$ cat src/hdl/plst_pkg.sv
// ============================================================================
// plst_pkg
// Shared types and constants of the positional list store.
// ============================================================================
`default_nettype none

package plst_pkg;

    // Number of entries the store holds.
    localparam int CAPACITY = 16;

    localparam int ADDR_W = $clog2(CAPACITY);
    localparam int CNT_W  = $clog2(CAPACITY + 1);

    // Fixed field widths of the transactions.
    localparam int OP_W    = 3;
    localparam int VALUE_W = 32;
    localparam int POS_W   = 8;
    localparam int ST_W    = 2;
    localparam int LEN_W   = 5;

    // Width that holds both a position and a count plus one.
    localparam int CMP_W = ((CNT_W > POS_W) ? CNT_W : POS_W) + 1;

    typedef enum logic [OP_W-1:0] {
        OP_INS_FIRST = 3'd0,
        OP_INS_LAST  = 3'd1,
        OP_INS_AT    = 3'd2,
        OP_DEL_FIRST = 3'd3,
        OP_DEL_LAST  = 3'd4,
        OP_DEL_AT    = 3'd5,
        OP_DUMP      = 3'd6
    } plst_op_t;

    typedef enum logic [ST_W-1:0] {
        ST_OK     = 2'd0,
        ST_BADPOS = 2'd1,
        ST_EMPTY  = 2'd2,
        ST_FULL   = 2'd3
    } plst_status_t;

    typedef enum logic [2:0] {
        S_IDLE,
        S_SHIFT_UP,
        S_INS_VAL,
        S_SHIFT_DN,
        S_DUMP_RD,
        S_DUMP_WAIT,
        S_RESP
    } plst_state_t;

    typedef struct packed {
        logic [OP_W-1:0]           req_type;
        logic signed [VALUE_W-1:0] value;
        logic [POS_W-1:0]          position;
    } plst_req_t;

    typedef struct packed {
        logic [ST_W-1:0]           status;
        logic signed [VALUE_W-1:0] element;
        logic [LEN_W-1:0]          length;
        logic                      last;
    } plst_rsp_t;

endpackage

`default_nettype wire

$ cat src/hdl/plst_ram.sv
// ============================================================================
// plst_ram
// Simple dual-port RAM, one write and one registered read per cycle.
// ============================================================================
`default_nettype none

module plst_ram #(
    parameter int WIDTH = 32,
    parameter int DEPTH = 16
) (
    input  wire logic                     aclk,
    input  wire logic                     we,
    input  wire logic [$clog2(DEPTH)-1:0] waddr,
    input  wire logic [WIDTH-1:0]         wdata,
    input  wire logic                     re,
    input  wire logic [$clog2(DEPTH)-1:0] raddr,
    output logic      [WIDTH-1:0]         rdata
);

    logic [WIDTH-1:0] mem [DEPTH];

    always_ff @(posedge aclk) begin
        if (we) begin
            mem[waddr] <= wdata;
        end
    end

    always_ff @(posedge aclk) begin
        if (re) begin
            rdata <= mem[raddr];
        end
    end

endmodule

`default_nettype wire

$ cat src/hdl/positional_list_store.sv
// ============================================================================
// positional_list_store
// Ordered sequence of signed values in a RAM with insert, delete and dump.
// ============================================================================
//
// Channel  Direction  Handshake          Payload
// s_       input      s_valid / s_ready  plst_req_t (req_type, value, position)
// m_       output     m_valid / m_ready  plst_rsp_t (status, element, length, last)
//
// One request transaction is taken at a time, only while the sequencer is idle.
// An insert shifts the entries from slot i up, top first, then writes the value;
// a delete shifts the entries above slot i down; rejected requests go straight
// to the response. The shift loop moves one entry per cycle through the single
// write port of the entry RAM. A dump does one RAM read then one output load per entry.
// Reset clears the count and the control state; the RAM needs no clearing.
// A stalled output register holds back only the next result; the next request
// is taken while the previous response still waits.
//
`default_nettype none

module positional_list_store
    import plst_pkg::*;
(
    input  wire logic      aclk,
    input  wire logic      aresetn,
    input  wire logic      s_valid,
    output logic           s_ready,
    input  wire plst_req_t s_data,
    output logic           m_valid,
    input  wire logic      m_ready,
    output plst_rsp_t      m_data
);

    // ------------------------------------------------------------------------
    // Registers
    // ------------------------------------------------------------------------
    plst_state_t         state_reg,     state_next;
    logic [CNT_W-1:0]    count_reg,     count_next;
    logic [CNT_W-1:0]    ptr_reg,       ptr_next;
    logic [CNT_W-1:0]    idx_reg,       idx_next;
    plst_status_t        st_reg,        st_next;
    logic [VALUE_W-1:0]  val_reg,       val_next;
    logic                pend_reg,      pend_next;
    logic [ADDR_W-1:0]   pend_addr_reg, pend_addr_next;
    logic                m_valid_reg,   m_valid_next;
    plst_rsp_t           m_data_reg,    m_data_next;

    // RAM port signals.
    logic                ram_we;
    logic [ADDR_W-1:0]   ram_waddr;
    logic [VALUE_W-1:0]  ram_wdata;
    logic                ram_re;
    logic [ADDR_W-1:0]   ram_raddr;
    logic [VALUE_W-1:0]  ram_rdata;

    // ------------------------------------------------------------------------
    // Request decode. All checks use the count before the request.
    // ------------------------------------------------------------------------
    plst_state_t         dec_state;
    plst_status_t        dec_st;
    logic [CNT_W-1:0]    dec_idx;
    logic [CNT_W-1:0]    dec_count;

    logic                accept;
    logic                out_free;
    logic                is_empty;
    logic                is_full;
    logic [CMP_W-1:0]    pos_ext;
    logic [CMP_W-1:0]    cnt_ext;
    logic [CNT_W-1:0]    pos_idx;
    logic [CNT_W-1:0]    ptr_dec;
    logic [CNT_W-1:0]    ptr_inc;
    logic                dump_last;

    assign accept   = s_valid && s_ready;
    assign out_free = !m_valid_reg || m_ready;
    assign is_empty = (count_reg == '0);
    assign is_full  = (count_reg == CNT_W'(CAPACITY));
    assign pos_ext  = CMP_W'(s_data.position);
    assign cnt_ext  = CMP_W'(count_reg);
    // Only meaningful once the position has passed its range check.
    assign pos_idx  = CNT_W'(pos_ext - CMP_W'(1));
    assign ptr_dec  = ptr_reg - CNT_W'(1);
    assign ptr_inc  = ptr_reg + CNT_W'(1);
    assign dump_last = (ptr_inc == count_reg);

    always_comb begin
        dec_state = S_RESP;
        dec_st    = ST_OK;
        dec_idx   = '0;
        dec_count = count_reg;
        unique case (s_data.req_type)
            OP_INS_FIRST, OP_INS_LAST, OP_INS_AT: begin
                if (s_data.req_type == OP_INS_FIRST) begin
                    dec_idx = '0;
                end else if (s_data.req_type == OP_INS_LAST) begin
                    dec_idx = count_reg;
                end else begin
                    dec_idx = pos_idx;
                end
                // The position check comes ahead of the full check.
                if (s_data.req_type == OP_INS_AT &&
                    (pos_ext == '0 || pos_ext > cnt_ext + CMP_W'(1))) begin
                    dec_st = ST_BADPOS;
                end else if (is_full) begin
                    dec_st = ST_FULL;
                end else begin
                    dec_state = S_SHIFT_UP;
                    dec_count = count_reg + CNT_W'(1);
                end
            end
            OP_DEL_FIRST, OP_DEL_LAST, OP_DEL_AT: begin
                if (s_data.req_type == OP_DEL_FIRST) begin
                    dec_idx = '0;
                end else if (s_data.req_type == OP_DEL_LAST) begin
                    dec_idx = count_reg - CNT_W'(1);
                end else begin
                    dec_idx = pos_idx;
                end
                // The empty check comes ahead of the position check.
                if (is_empty) begin
                    dec_st = ST_EMPTY;
                end else if (s_data.req_type == OP_DEL_AT &&
                             (pos_ext == '0 || pos_ext > cnt_ext)) begin
                    dec_st = ST_BADPOS;
                end else begin
                    dec_state = S_SHIFT_DN;
                    dec_count = count_reg - CNT_W'(1);
                end
            end
            OP_DUMP: begin
                if (is_empty) begin
                    dec_st = ST_EMPTY;
                end else begin
                    dec_state = S_DUMP_RD;
                end
            end
            default: begin
                // Unused request code: plain response with the count.
                dec_st = ST_OK;
            end
        endcase
    end

    // ------------------------------------------------------------------------
    // Next state
    // ------------------------------------------------------------------------
    always_comb begin
        state_next = state_reg;
        unique case (state_reg)
            S_IDLE: begin
                if (s_valid) begin
                    state_next = dec_state;
                end
            end
            S_SHIFT_UP: begin
                if (ptr_reg == idx_reg) begin
                    state_next = S_INS_VAL;
                end
            end
            S_INS_VAL: begin
                state_next = S_RESP;
            end
            S_SHIFT_DN: begin
                // count_reg already holds the reduced count here.
                if (ptr_reg >= count_reg) begin
                    state_next = S_RESP;
                end
            end
            S_DUMP_RD: begin
                if (out_free) begin
                    state_next = S_DUMP_WAIT;
                end
            end
            S_DUMP_WAIT: begin
                state_next = dump_last ? S_IDLE : S_DUMP_RD;
            end
            S_RESP: begin
                if (out_free) begin
                    state_next = S_IDLE;
                end
            end
            default: begin
                state_next = S_IDLE;
            end
        endcase
    end

    // ------------------------------------------------------------------------
    // Outputs, RAM control and datapath
    // ------------------------------------------------------------------------
    always_comb begin
        s_ready        = (state_reg == S_IDLE);
        count_next     = count_reg;
        ptr_next       = ptr_reg;
        idx_next       = idx_reg;
        st_next        = st_reg;
        val_next       = val_reg;
        pend_next      = 1'b0;
        pend_addr_next = pend_addr_reg;
        ram_re         = 1'b0;
        ram_raddr      = '0;
        m_valid_next   = m_valid_reg && !m_ready;
        m_data_next    = m_data_reg;

        // A read issued last cycle is written back one slot away this cycle.
        ram_we    = pend_reg;
        ram_waddr = pend_addr_reg;
        ram_wdata = ram_rdata;

        unique case (state_reg)
            S_IDLE: begin
                if (s_valid) begin
                    count_next = dec_count;
                    st_next    = dec_st;
                    idx_next   = dec_idx;
                    val_next   = s_data.value;
                    // Inserts shift from the top down, deletes and dumps go up.
                    ptr_next   = (dec_state == S_SHIFT_UP) ? count_reg : dec_idx;
                    if (dec_state == S_DUMP_RD) begin
                        ptr_next = '0;
                    end
                end
            end
            S_SHIFT_UP: begin
                if (ptr_reg != idx_reg) begin
                    ram_re         = 1'b1;
                    ram_raddr      = ptr_dec[ADDR_W-1:0];
                    pend_next      = 1'b1;
                    pend_addr_next = ptr_reg[ADDR_W-1:0];
                    ptr_next       = ptr_dec;
                end
            end
            S_INS_VAL: begin
                // The shift has drained, so the write port is free.
                ram_we    = 1'b1;
                ram_waddr = idx_reg[ADDR_W-1:0];
                ram_wdata = val_reg;
            end
            S_SHIFT_DN: begin
                if (ptr_reg < count_reg) begin
                    ram_re         = 1'b1;
                    ram_raddr      = ptr_inc[ADDR_W-1:0];
                    pend_next      = 1'b1;
                    pend_addr_next = ptr_reg[ADDR_W-1:0];
                    ptr_next       = ptr_inc;
                end
            end
            S_DUMP_RD: begin
                if (out_free) begin
                    ram_re    = 1'b1;
                    ram_raddr = ptr_reg[ADDR_W-1:0];
                end
            end
            S_DUMP_WAIT: begin
                // The output register was emptied when the read was issued.
                m_valid_next        = 1'b1;
                m_data_next.status  = ST_OK;
                m_data_next.element = ram_rdata;
                m_data_next.length  = LEN_W'(count_reg);
                m_data_next.last    = dump_last;
                ptr_next            = ptr_inc;
            end
            S_RESP: begin
                if (out_free) begin
                    m_valid_next        = 1'b1;
                    m_data_next.status  = st_reg;
                    m_data_next.element = '0;
                    m_data_next.length  = LEN_W'(count_reg);
                    m_data_next.last    = 1'b1;
                end
            end
            default: begin
                s_ready = 1'b0;
            end
        endcase

        m_valid = m_valid_reg;
        m_data  = m_data_reg;
    end

    // ------------------------------------------------------------------------
    // Entry RAM
    // ------------------------------------------------------------------------
    plst_ram #(
        .WIDTH (VALUE_W),
        .DEPTH (CAPACITY)
    ) u_ram (
        .aclk  (aclk),
        .we    (ram_we),
        .waddr (ram_waddr),
        .wdata (ram_wdata),
        .re    (ram_re),
        .raddr (ram_raddr),
        .rdata (ram_rdata)
    );

    // ------------------------------------------------------------------------
    // Register update
    // ------------------------------------------------------------------------
    always_ff @(posedge aclk) begin
        if (!aresetn) begin
            state_reg   <= S_IDLE;
            count_reg   <= '0;
            pend_reg    <= 1'b0;
            m_valid_reg <= 1'b0;
        end else begin
            state_reg   <= state_next;
            count_reg   <= count_next;
            pend_reg    <= pend_next;
            m_valid_reg <= m_valid_next;
        end
    end

    always_ff @(posedge aclk) begin
        ptr_reg       <= ptr_next;
        idx_reg       <= idx_next;
        st_reg        <= st_next;
        val_reg       <= val_next;
        pend_addr_reg <= pend_addr_next;
        m_data_reg    <= m_data_next;
    end

    // ------------------------------------------------------------------------
    // Assertions
    // ------------------------------------------------------------------------

    // The count never goes past the capacity.
    a_count_range: assert property (@(posedge aclk) disable iff (!aresetn)
        count_reg <= CNT_W'(CAPACITY))
        else $error("entry count beyond capacity");

    // A new request never arrives while a shift write-back is still in flight.
    a_no_accept_pending: assert property (@(posedge aclk) disable iff (!aresetn)
        accept |-> !pend_reg)
        else $error("request taken during a pending write-back");

    // Shift reads and write-backs never touch the same entry in one cycle.
    a_no_rw_collision: assert property (@(posedge aclk) disable iff (!aresetn)
        (ram_we && ram_re) |-> (ram_waddr != ram_raddr))
        else $error("RAM read and write collide");

    // Only dump results may be non-final, and those always carry status ok.
    a_nonlast_is_dump: assert property (@(posedge aclk) disable iff (!aresetn)
        (m_valid && !m_data.last) |-> (m_data.status == ST_OK))
        else $error("non-final result with bad status");

    // A loaded dump result follows a dump read issued in the cycle before.
    a_dump_read_order: assert property (@(posedge aclk) disable iff (!aresetn)
        (state_reg == S_DUMP_WAIT) |-> $past(ram_re))
        else $error("dump result without RAM read");

endmodule

`default_nettype wire
$ cat config.mk
export PLATFORM = sky130hd
export DESIGN_NAME = positional_list_store
export DESIGN_NICKNAME = d
export VERILOG_FILES = /design/src/hdl/plst_pkg.sv /design/src/hdl/plst_ram.sv /design/src/hdl/positional_list_store.sv
export SDC_FILE = /design/constraint.sdc
export NUM_CORES = 1
export LEC_CHECK = 0
export BUFFER_PORTS_ARGS = -buffer_cell sky130_fd_sc_hd__buf_2
export CAP_MARGIN = 25
export CORE_ASPECT_RATIO = 2
export CORE_MARGIN = 2
export CORE_UTILIZATION = 52
export CTS_CLUSTER_DIAMETER = 50
export DETAILED_ROUTE_END_ITERATION = 12
export GPL_TIMING_DRIVEN = 0
export PLACE_DENSITY = 0.69
export SYNTH_ARGS = -nofsm -noshare
export SYNTH_HDL_FRONTEND = slang
export SYNTH_SLANG_ARGS = --single-unit
$ cat constraint.sdc
create_clock -name aclk -period 4 [get_ports aclk]
set_input_delay 0.4 -clock aclk [delete_from_list [all_inputs] [get_ports aclk]]
set_output_delay 0.4 -clock aclk [all_outputs]
set_load 0.02 [all_outputs]
* After elaboration in Yosys (flattened, before gate mapping)
Memories as Yosys holds them, arrays and structs flattened. A register that Yosys moved wholly into a read port is not among the register bits. Index checks and enable logic that the tools add are counted.
Cells by class: $add $sub $neg 6, magnitude comparators 4, equal/unequal tests 29, muxes and demuxes 57, reductions and logical operators 24
Operators with widths (count):
- 40-bit one-hot mux with 2 select lines | 1
- 5-bit 2-to-1 mux | 13
- 40-bit 2-to-1 mux | 1
- 32-bit 2-to-1 mux | 1
- 3-bit 2-to-1 mux | 10
- 4-bit 2-to-1 mux | 6
- 2-bit != test (second input constant) | 11
- 3-bit == test (second input constant) | 7
- 3-bit one-hot mux with 7 select lines | 1
- 5-bit one-hot mux with 2 select lines | 2
- 5-bit one-hot mux with 4 select lines | 1
- 5-bit by 1-bit subtractor with 5-bit output (second input constant) | 3
- 3-bit by 2-bit == test with 1-bit output (second input constant) | 4
- 4-bit one-hot mux with 3 select lines | 1
- 5-bit by 1-bit adder with 5-bit output (second input constant) | 2
- 5-bit == test | 2
- 2-bit 2-to-1 mux | 5
- 3-bit by 1-bit == test with 1-bit output (second input constant) | 3
- 9-bit zero test | 1
- 1-bit 2-to-1 mux | 9
- 3-bit one-hot mux with 3 select lines | 1
- 8-bit by 5-bit > comparator with 1-bit output | 1
- 8-bit by 6-bit > comparator with 1-bit output | 1
- 4-bit one-hot mux with 2 select lines | 1
- other kinds (21) | 32
Storage, ports and cells: flip-flop bits (word level) 98, memory bits (writable) 512, output and inout bits 42, memories kept 1
Memory list:
- u_ram.mem | words 16, width 32, rd ports 1, clocked after Yosys merged registers in 1, wr ports 1, RTL line plst_ram.sv:20 | logic [WIDTH-1:0] mem [DEPTH];

* Longest topological paths before layout
Gate-level depths: netlist of run 1.
depth in word-level cells 11, mapped depth 14, gate-level depth less buffers 13

* Cells and area by module
A second synthesis of run 1 with hierarchy kept.
Unflattened totals: cell total of the unflattened synthesis 1298, area total of the unflattened synthesis 25598.3 um2
By module, submodules not included:
- plst_ram | times used 1, cells each 838, area an instance 20155.6 um2, sequential area each 16335.7 um2
- positional_list_store | times used 1, cells each 460, area an instance 5442.7 um2, sequential area each 2842.7 um2

* Worst setup path before layout of run 1
Ideal clock, no wire load.
path type register to register, start register state_reg[1], end memory u_ram.mem[0][0], enable pin, library setup time 0.421 ns, arrival time 3.171 ns, path slack 0.408 ns, cell stages (with the launch flop) 8, clock period less this slack 3.592 ns, cell sequence dfxtp_1 > buf_2 > nor2b_1 > and2_1 > clkbuf_1 > buf_1 > a31oi_1 > nor2_1
Between the ends: word-level cells in the longest chain between the ends 4, elaborated cells on any way between the ends 5
Ends and longest elaborated chain:
- start: declaration | RTL line positional_list_store.sv:37 | plst_state_t state_reg, state_next;
- start signal: assignment | RTL line positional_list_store.sv:308 | state_reg <= state_next;
- 3-bit by 2-bit == test with 1-bit output (*) | RTL line positional_list_store.sv:211 | unique case (state_reg)
- 1-bit 2-to-1 mux | RTL line positional_list_store.sv:211
- 1-bit 2-to-1 mux | RTL line plst_ram.sv:23 | if (we) begin
- 1-bit 2-to-1 mux (implied by the code) | RTL line plst_ram.sv:24 | mem[waddr] <= wdata;
- end: declaration | RTL line plst_ram.sv:20
Mark *: on every way between the ends. The rest lies on a longest branch, timed or not.

* Worst setup path after layout of run 1
start register count_reg[2], end register u_ram.rdata[30] (read register of u_ram.mem), data pin
Between the ends: word-level cells in the longest chain between the ends 3, elaborated cells on any way between the ends 5
Ends and longest elaborated chain:
- start: declaration | RTL line positional_list_store.sv:38 | logic [CNT_W-1:0] count_reg, count_next;
- start signal: assignment | RTL line positional_list_store.sv:309 | count_reg <= count_next;
- 5-bit < comparator (*) | RTL line positional_list_store.sv:241 | if (ptr_reg < count_reg) begin
- 4-bit 2-to-1 mux or 1-bit 2-to-1 mux (tied branches) | RTL line positional_list_store.sv:241
- 4-bit one-hot mux with 3 select lines or 1-bit one-hot mux with 3 select lines (tied branches) | RTL line positional_list_store.sv:211
- end: declaration | RTL line plst_ram.sv:17 | output logic [WIDTH-1:0] rdata
Marks and branches as above. A chain may end at the register's enable or synchronous reset.

==> reports/results.md, run 1 <==
| Metric | Value |
|:---|:---|
| Depth of the CTS H-tree | 2 |
| Portion of synthesized cell area occupied by the leading cell type | 71.3% |
| Source-to-sink clock delay at the later pin of the worst-skew pair | 0.63 ns |
| Crit-path max FO | 16 |
| Pin count of the biggest net entering global routing | 29 |
| CP bufs+invs | 4 |
| Count of cell types in the netlist | 67 |
| Most numerous cell on the critical path | sky130_fd_sc_hd__and3_1 |
| Global route overflow | 0 |
| Reg2Reg Setup Slack | 0.14 ns |
| Fraction of power consumed by sequential logic | 39.8% |
| Number of ports placed on the die boundary | 89 |
| Final estimated routing congestion in global placement | 0.891 |
| Number of enable flip-flop cells after synthesis | 632 |
| Cell with the most instances after synthesis | sky130_fd_sc_hd__edfxtp_1 |
| Number of vias in the routed layout | 16900 |
| Final Max Tran Viols | 0 |
| Pwr dens | 821 nW/um^2 |
| Number of standard cells after synthesis | 1890 |
| Ranking of synthesized cells by area | sky130_fd_sc_hd__edfxtp_1, sky130_fd_sc_hd__nand2_1, sky130_fd_sc_hd__and3_1 |
| Internal Dissipation | 15700 uW |
| Overall global routing resource usage | 27.4% |
| Total placed instance area | 28500 sq um |
| Sum of negative setup slack | 0 ns |
| Core Area | 50800 sq um |
| Final worst-path cycle share | 96.6% |
| Non-filler instance count after layout | 2792 |
| Peak per-stage delay on the critical path | 0.66 ns |
| Detail-routed via count per cell | 6.06 |
| Cell types with the highest counts after synthesis | sky130_fd_sc_hd__edfxtp_1, sky130_fd_sc_hd__nand2_1, sky130_fd_sc_hd__and3_1 |
| Critical path class | flip-flop to flip-flop |
| Standard-cell row count | 117 |
| Post-synthesis sequential element count | 642 |
| DIE WIDTH | 164 um |
| Syn_nets | 1958 |
| Clock network fraction of total power | 20.8% |
| Number of DRC violations after detailed-routing iteration 0 | 1696 |
| Via count of the first global-routing pass | 17400 |
| WL/cell | 26.0 um |
| Synth Flop Type | sky130_fd_sc_hd__edfxtp_1 |
| Share of flip-flops with an asynchronous set or reset after synthesis | 0% |
| Share of cells above drive strength 1 | 17.6% |
| Design Area, Final | 30700 sq um |
| Critical Path AT | 4.16 ns |
| Startpoint types | flip-flop |
| Net switching power of the design | 9500 uW |
| Root buf cell | sky130_fd_sc_hd__clkbuf_16 |
| Sequential cell area fraction in the yosys report | 72.0% |
| Transition time at the pin with the least slew margin | 1.02 ns |
| Worst hold path type | input port to flip-flop |
| Data required time at the worst endpoint | 4.30 ns |
| CP max-delay cell | sky130_fd_sc_hd__or4_1 |
| DRC violation count after routing | 0 |
| Cts bufs inserted | 55 |
| Number of sinks handled by clock tree synthesis | 642 |
| Post-Route Skew | 0.0446 ns |
| Total detailed-routing wirelength | 72500 um |
| Initial cell density of the core | 52.4% |
| Max-cap violations | 0 |
| Total instance count after detailed placement | 2650 |
| Final-stage net count | 2159 |
| Max_slew headroom | 31.6% |
| Cell taking the most area after synthesis | sky130_fd_sc_hd__edfxtp_1 |
| Setup Viol. Count Final | 0 |
| Die Area | 53200 sq um |
| Syn. warnings | 0 |
| Clock Tree Buf Depth | 3 |
| Mean Syn Cell Area | 14.1 sq um |
| Fmax achieved | 259 MHz |
| Largest delay contributor family on the critical path | simple AND/OR/NAND/NOR gates |
| Number of hold violations in the final report | 0 |
| Area of the mapped netlist | 26600 sq um |
| PnR Total Power | 25200 uW |
| CTS clk-pin slew, worst paths | 0.06 ns |
| Wire length of the first global-routing pass | 104000 um |
| Switching share of power | 37.7% |
| DPL Wire Length | 49700 um |
| Share of total power in combinational logic | 39.5% |
| Layout overhead on the synthesized area | 15.3% |
| Post-DRT Antenna Nets | 0 |
| CTS tree | yes |
| Count of buffers from port buffering | 87 |
| Detailed Routing Iterations Pass 1 | 8 |
| Antenna violations before repair | 0 |
| Worst IR Drop VDD | 0.507 mV |
| Minimum period implied by the final worst setup slack | 3.86 ns |
| Critical Path, Cell by Cell | buf_4, inv_1, ha_1, and3_1, o21a_1, nor4_1, o21ai_0, and2_1, buf_6, clkbuf_4, and3_1, a311oi_1, or4_1 |
| Largest register FFs | 512 |
| Endpoint type of the worst setup path | flip-flop |
| Run status | completed |
| LEAKAGE | 0.0108 uW |
| Die H | 324 um |
## worst paths after layout
path	startpoint	endpoint	depth (start not counted)
max	count_reg[2]	u_ram.rdata[30]	13
min	aresetn	count_reg[1]	2
max reg2reg	count_reg[2]	u_ram.rdata[30]	13
min reg2reg	count_reg[3]	m_data[4]	0
## stage by stage
stage | util (%) | setup slack, ns | hold WS (ns)
global route | 60.5 | -0.0681 | 0.0765
floorplan | - | 0.408 | 0.403
detailed placement | 56.0 | -0.647 | 0.420
finish | 60.5 | 0.135 | 0.0786
global placement | 54.9 | -2.38 | 0.416
CTS | 60.3 | -0.0130 | 0.0648
## per-layer routing
| layer | track usage [%] | vias up | wire length [um] | share of wire [%] |
|---|---|---|---|---|
| li1 | - | 7508 | - | - |
| met1 | 28.3 | 8298 | 23900 | 33 |
| met2 | 51.2 | 845 | 39200 | 54 |
| met3 | 3.25 | 275 | 4220 | 5.8 |
| met4 | 17.9 | 0 | 5190 | 7.2 |
| met5 | 0 | - | 0 | 0 |
## worst reg2reg max path, delay by kind of cell, from the launching register on
| kind | cells | cell delay (ns) |
|---|---|---|
| fa+ha+maj | 1 | 0.32 |
| buf+inv | 4 | 0.92 |
| flops | 1 | 0.43 |
| simple gates | 5 | 1.30 |
| compound gates | 3 | 0.59 |
## cell families (layout without fill, tap and decap cells)
family,count (synthesis),in the layout,share of synthesized area (%)
other,0,1,0
AOI/OAI and AO/OA,233,233,6.42
DFF,642,642,72.0
muxes,134,134,5.34
adders and majority gates,21,21,0.986
and+or+nand+nor,708,708,12.2
xor gates and xnor gates,18,18,0.620
buffers and inverters,134,381,2.48
## layout by cell type, fill, tap and decap left out, types with 12 or more instances in the layout
| cell | Yosys | layout |
|---|---|---|
| sky130_fd_sc_hd__clkbuf_2 | 3 | 15 |
| sky130_fd_sc_hd__a31oi_1 | 75 | 75 |
| sky130_fd_sc_hd__o32ai_1 | 31 | 28 |
| sky130_fd_sc_hd__clkinv_1 | 0 | 12 |
| sky130_fd_sc_hd__buf_2 | 44 | 129 |
| sky130_fd_sc_hd__nand2_1 | 425 | 424 |
| sky130_fd_sc_hd__nor2_4 | 0 | 17 |
| sky130_fd_sc_hd__edfxtp_1 | 632 | 632 |
| sky130_fd_sc_hd__nor2_1 | 55 | 37 |
| sky130_fd_sc_hd__a221o_1 | 33 | 33 |
| sky130_fd_sc_hd__nor3_1 | 14 | 14 |
| sky130_fd_sc_hd__and2_1 | 37 | 37 |
| sky130_fd_sc_hd__mux2i_1 | 70 | 70 |
| sky130_fd_sc_hd__buf_12 | 0 | 14 |
| sky130_fd_sc_hd__a21oi_1 | 21 | 20 |
| sky130_fd_sc_hd__nand3_1 | 12 | 12 |
| sky130_fd_sc_hd__inv_1 | 21 | 19 |
| sky130_fd_sc_hd__clkbuf_1 | 48 | 40 |
| sky130_fd_sc_hd__dlygate4sd3_1 | 0 | 32 |
| sky130_fd_sc_hd__mux2_2 | 64 | 64 |
| sky130_fd_sc_hd__o21ai_0 | 24 | 24 |
| sky130_fd_sc_hd__and3_1 | 130 | 130 |
| sky130_fd_sc_hd__clkbuf_16 | 0 | 56 |
| sky130_fd_sc_hd__ha_1 | 21 | 21 |
## final cells by class
class	count	area [sq um]
clock inverter	35	307
clock buffer	68	1450
fill	3730	20100
antenna	1	2.50
timing repair buffer	145	1290
inverter	21	82.6
buffer	112	627
sequential	642	19200
tap	654	818
multi-input combinational	1114	6970
## power groups by stage
stage	Combinational, uW	Clock [uW]	Sequential [uW]
global placement	9200	0	10200
CTS	9840	5290	10000
floorplan	5980	0	10100
finish	9950	5240	10000
detailed placement	9700	0	10200
global route	10600	5550	10100
## timing repair
item | CTS | global route
gates resized for setup | 20 | 35
pin swaps | 2 | 1
hold buffers | 32 | 0
hold endpoints to repair | 32 | 0
buffers inserted | 5 | 2
setup endpoints to repair | 166 | 59
Note: power is estimated with default switching activity, not from simulation.
==> run 2, diff against run 1 <==
==> constraint.sdc (replaced) <==
create_clock -name aclk -period 4 [get_ports aclk]
set_input_delay 0.8 -clock aclk [delete_from_list [all_inputs] [get_ports aclk]]
set_output_delay 0.8 -clock aclk [all_outputs]
set_load 0.02 [all_outputs]
==> run 2 against run 1 <==
Register-to-register slack hardly changed; fmax is 0.19% higher; combinational power hardly changed; sequential power hardly changed; worst setup slack better by 0.0072 ns.
==> reports/results.md, run 2 (synthesized netlist as in run 1, its figures left out) <==
| Metric | Value | vs previous |
|:---|:---|:---|
| Die H | 324 um | unchanged |
| Detail-routed via count per cell | 6.07 | +0.20% |
| Sequential Area | 19200 sq um | unchanged |
| Core Area | 50800 sq um | unchanged |
| Final estimated routing congestion in global placement | 0.891 | unchanged |
| Number of vias in the routed layout | 16800 | -0.95% |
| Root buf cell | sky130_fd_sc_hd__clkbuf_16 |  |
| Share of cells above drive strength 1 | 17.9% | +0.27 points |
| Source-to-sink clock delay at the later pin of the worst-skew pair | 0.64 ns | about the same |
| Final Max Tran Viols | 0 | unchanged |
| Largest register FFs | 512 | unchanged |
| Clock Tree Buf Depth | 3 | unchanged |
| Total of hold buffers inserted after clock tree synthesis | 0 | -100% |
| Max-cap violations | 0 | unchanged |
| Global route overflow | 0 | unchanged |
| Total placed instance area | 28500 sq um | unchanged |
| Setup Viol. Count Final | 0 | unchanged |
| Data required time at the worst endpoint | 4.30 ns | about the same |
| Fmax achieved | 259 MHz | +0.19% |
| Number of ports placed on the die boundary | 89 | unchanged |
| Pin count of the biggest net entering global routing | 29 | unchanged |
| Endpoint type of the worst setup path | flip-flop |  |
| Number of DRC violations after detailed-routing iteration 0 | 1642 | -3.2% |
| CTS clk-pin slew, worst paths | 0.07 ns | about the same |
| FILL cells | 3758 | +0.75% |
| Total detailed-routing wirelength | 72300 um | -0.23% |
| Wire length of the first global-routing pass | 104000 um | -0.34% |
| Pwr dens | 829 nW/um^2 | +0.99% |
| Minimum period implied by the final worst setup slack | 3.86 ns | -0.00721 ns |
| Startpoint types | flip-flop |  |
| Worst IR Drop VDD | 0.507 mV | about the same |
| Cts bufs inserted | 55 | unchanged |
| Crit-path max FO | 16 | unchanged |
| LEAKAGE | 0.0106 uW | -1.2% |
| Antenna violations before repair | 0 | unchanged |
| Critical Path AT | 4.16 ns | about the same |
| Standard-cell row count | 117 | unchanged |
| Sum of negative setup slack | 0 ns | unchanged |
| Initial cell density of the core | 52.4% | unchanged |
| Die Area | 53200 sq um | unchanged |
| Post-DRT Antenna Nets | 0 | unchanged |
| Final worst-path cycle share | 96.4% | -0.18 points |
| Transition time at the pin with the least slew margin | 1.05 ns | +0.0312 ns |
| Via count of the first global-routing pass | 17200 | -0.86% |
| Run status | completed |  |
| Worst hold path type | input port to flip-flop |  |
| Max_slew headroom | 29.5% | -2.1 points |
| PnR Total Power | 25200 uW | about the same |
| Worst hold slack after final layout | 0.334 ns | +0.256 ns |
| CTS tree | yes |  |
| DIE WIDTH | 164 um | unchanged |
| Most frequent cells in the layout | sky130_fd_sc_hd__edfxtp_1, sky130_fd_sc_hd__nand2_1, sky130_fd_sc_hd__and3_1, sky130_fd_sc_hd__buf_2, sky130_fd_sc_hd__a31oi_1 |  |
| DPL Wire Length | 49700 um | unchanged |
| WL/cell | 26.2 um | +0.92% |
| Multi-input gate area in the final layout | 6970 sq um | unchanged |
| Layout overhead on the synthesized area | 14.1% |  |
| Critical path class | flip-flop to flip-flop |  |
| Final-stage net count | 2127 | -1.5% |
| Detailed Routing Iterations Pass 1 | 7 | -1 |
| Count of buffers from port buffering | 87 | unchanged |
| Number of hold violations in the final report | 0 | unchanged |
| Total instance count after detailed placement | 2650 | unchanged |
| Commonest non-fill, non-tap cell in the layout | sky130_fd_sc_hd__edfxtp_1 |  |
| DRC violation count after routing | 0 | unchanged |
| Design Area, Final | 30400 sq um | -1.0% |
| Post-Route Skew | 0.0468 ns | +0.00211 ns |
| Overall global routing resource usage | 27.3% | -0.063 points |
| Depth of the CTS H-tree | 2 | unchanged |
| Non-filler instance count after layout | 2760 | -1.1% |
| Number of sinks handled by clock tree synthesis | 642 | unchanged |
## run 2: worst paths after layout
kind	start	end	slack [ns]	cells past startpoint
min	s_data[27]	val_reg[19]	0.33	1
max	count_reg[2]	u_ram.rdata[30]	0.14	13
min reg2reg	count_reg[3]	m_data[4]	0.43	0
max reg2reg	count_reg[2]	u_ram.rdata[30]	0.14	13
## run 2: critical path, cell delays in order (launching register included)
cell,delay (ns)
sky130_fd_sc_hd__dfxtp_2,0.42
sky130_fd_sc_hd__buf_4,0.23
sky130_fd_sc_hd__inv_1,0.18
sky130_fd_sc_hd__ha_1,0.32
sky130_fd_sc_hd__and3_1,0.16
sky130_fd_sc_hd__o21a_1,0.25
sky130_fd_sc_hd__nor4_1,0.09
sky130_fd_sc_hd__o21ai_0,0.27
sky130_fd_sc_hd__and2_1,0.20
sky130_fd_sc_hd__buf_6,0.23
sky130_fd_sc_hd__clkbuf_4,0.28
sky130_fd_sc_hd__and3_1,0.18
sky130_fd_sc_hd__a311oi_1,0.06
sky130_fd_sc_hd__or4_1,0.65
## run 2: final cells by class
cell class,instances,area share (%)
diodes,1,0.00823
plain buffers,112,2.06
clock buffers,68,4.76
clock inverters,35,1.01
inverters,21,0.272
multi-input cells,1114,22.9
flip-flops and latches,642,63.1
well taps,654,2.69
repair buffers,113,3.18
## run 2: layer usage
layer / vias up / part of all wire (%) / track usage [%]
li1: 7442 / - / -
met1: 8251 / 33 / 28.3
met2: 798 / 54 / 51.0
met3: 274 / 5.6 / 3.26
met4: 0 / 7.0 / 18.0
met5: - / 0 / 0
## run 2: through the flow
| stage | worst slack (ns) | util, % |
|---|---|---|
| CTS | -0.0130 | 59.7 |
| floorplan | 0.408 | - |
| global route | -0.0678 | 59.8 |
| detailed placement | -0.647 | 56.0 |
| finish | 0.143 | 59.8 |
| global placement | -2.38 | 54.9 |
## run 2: what timing repair did
item                                    4_1_cts  5_1_grt
gates resized for setup                      20       35
setup buffers                                 5        2
pin swaps                                     2        1
endpoints found under the setup margin      166       59
## run 2: power breakdown
group | total, uW | internal [uW] | leakage (uW) | switching, uW
logic | 9920 | 3220 | 0.00396 | 6700
registers | 10000 | 9690 | 0.00582 | 341
clock network | 5250 | 2790 | 0.000857 | 2460
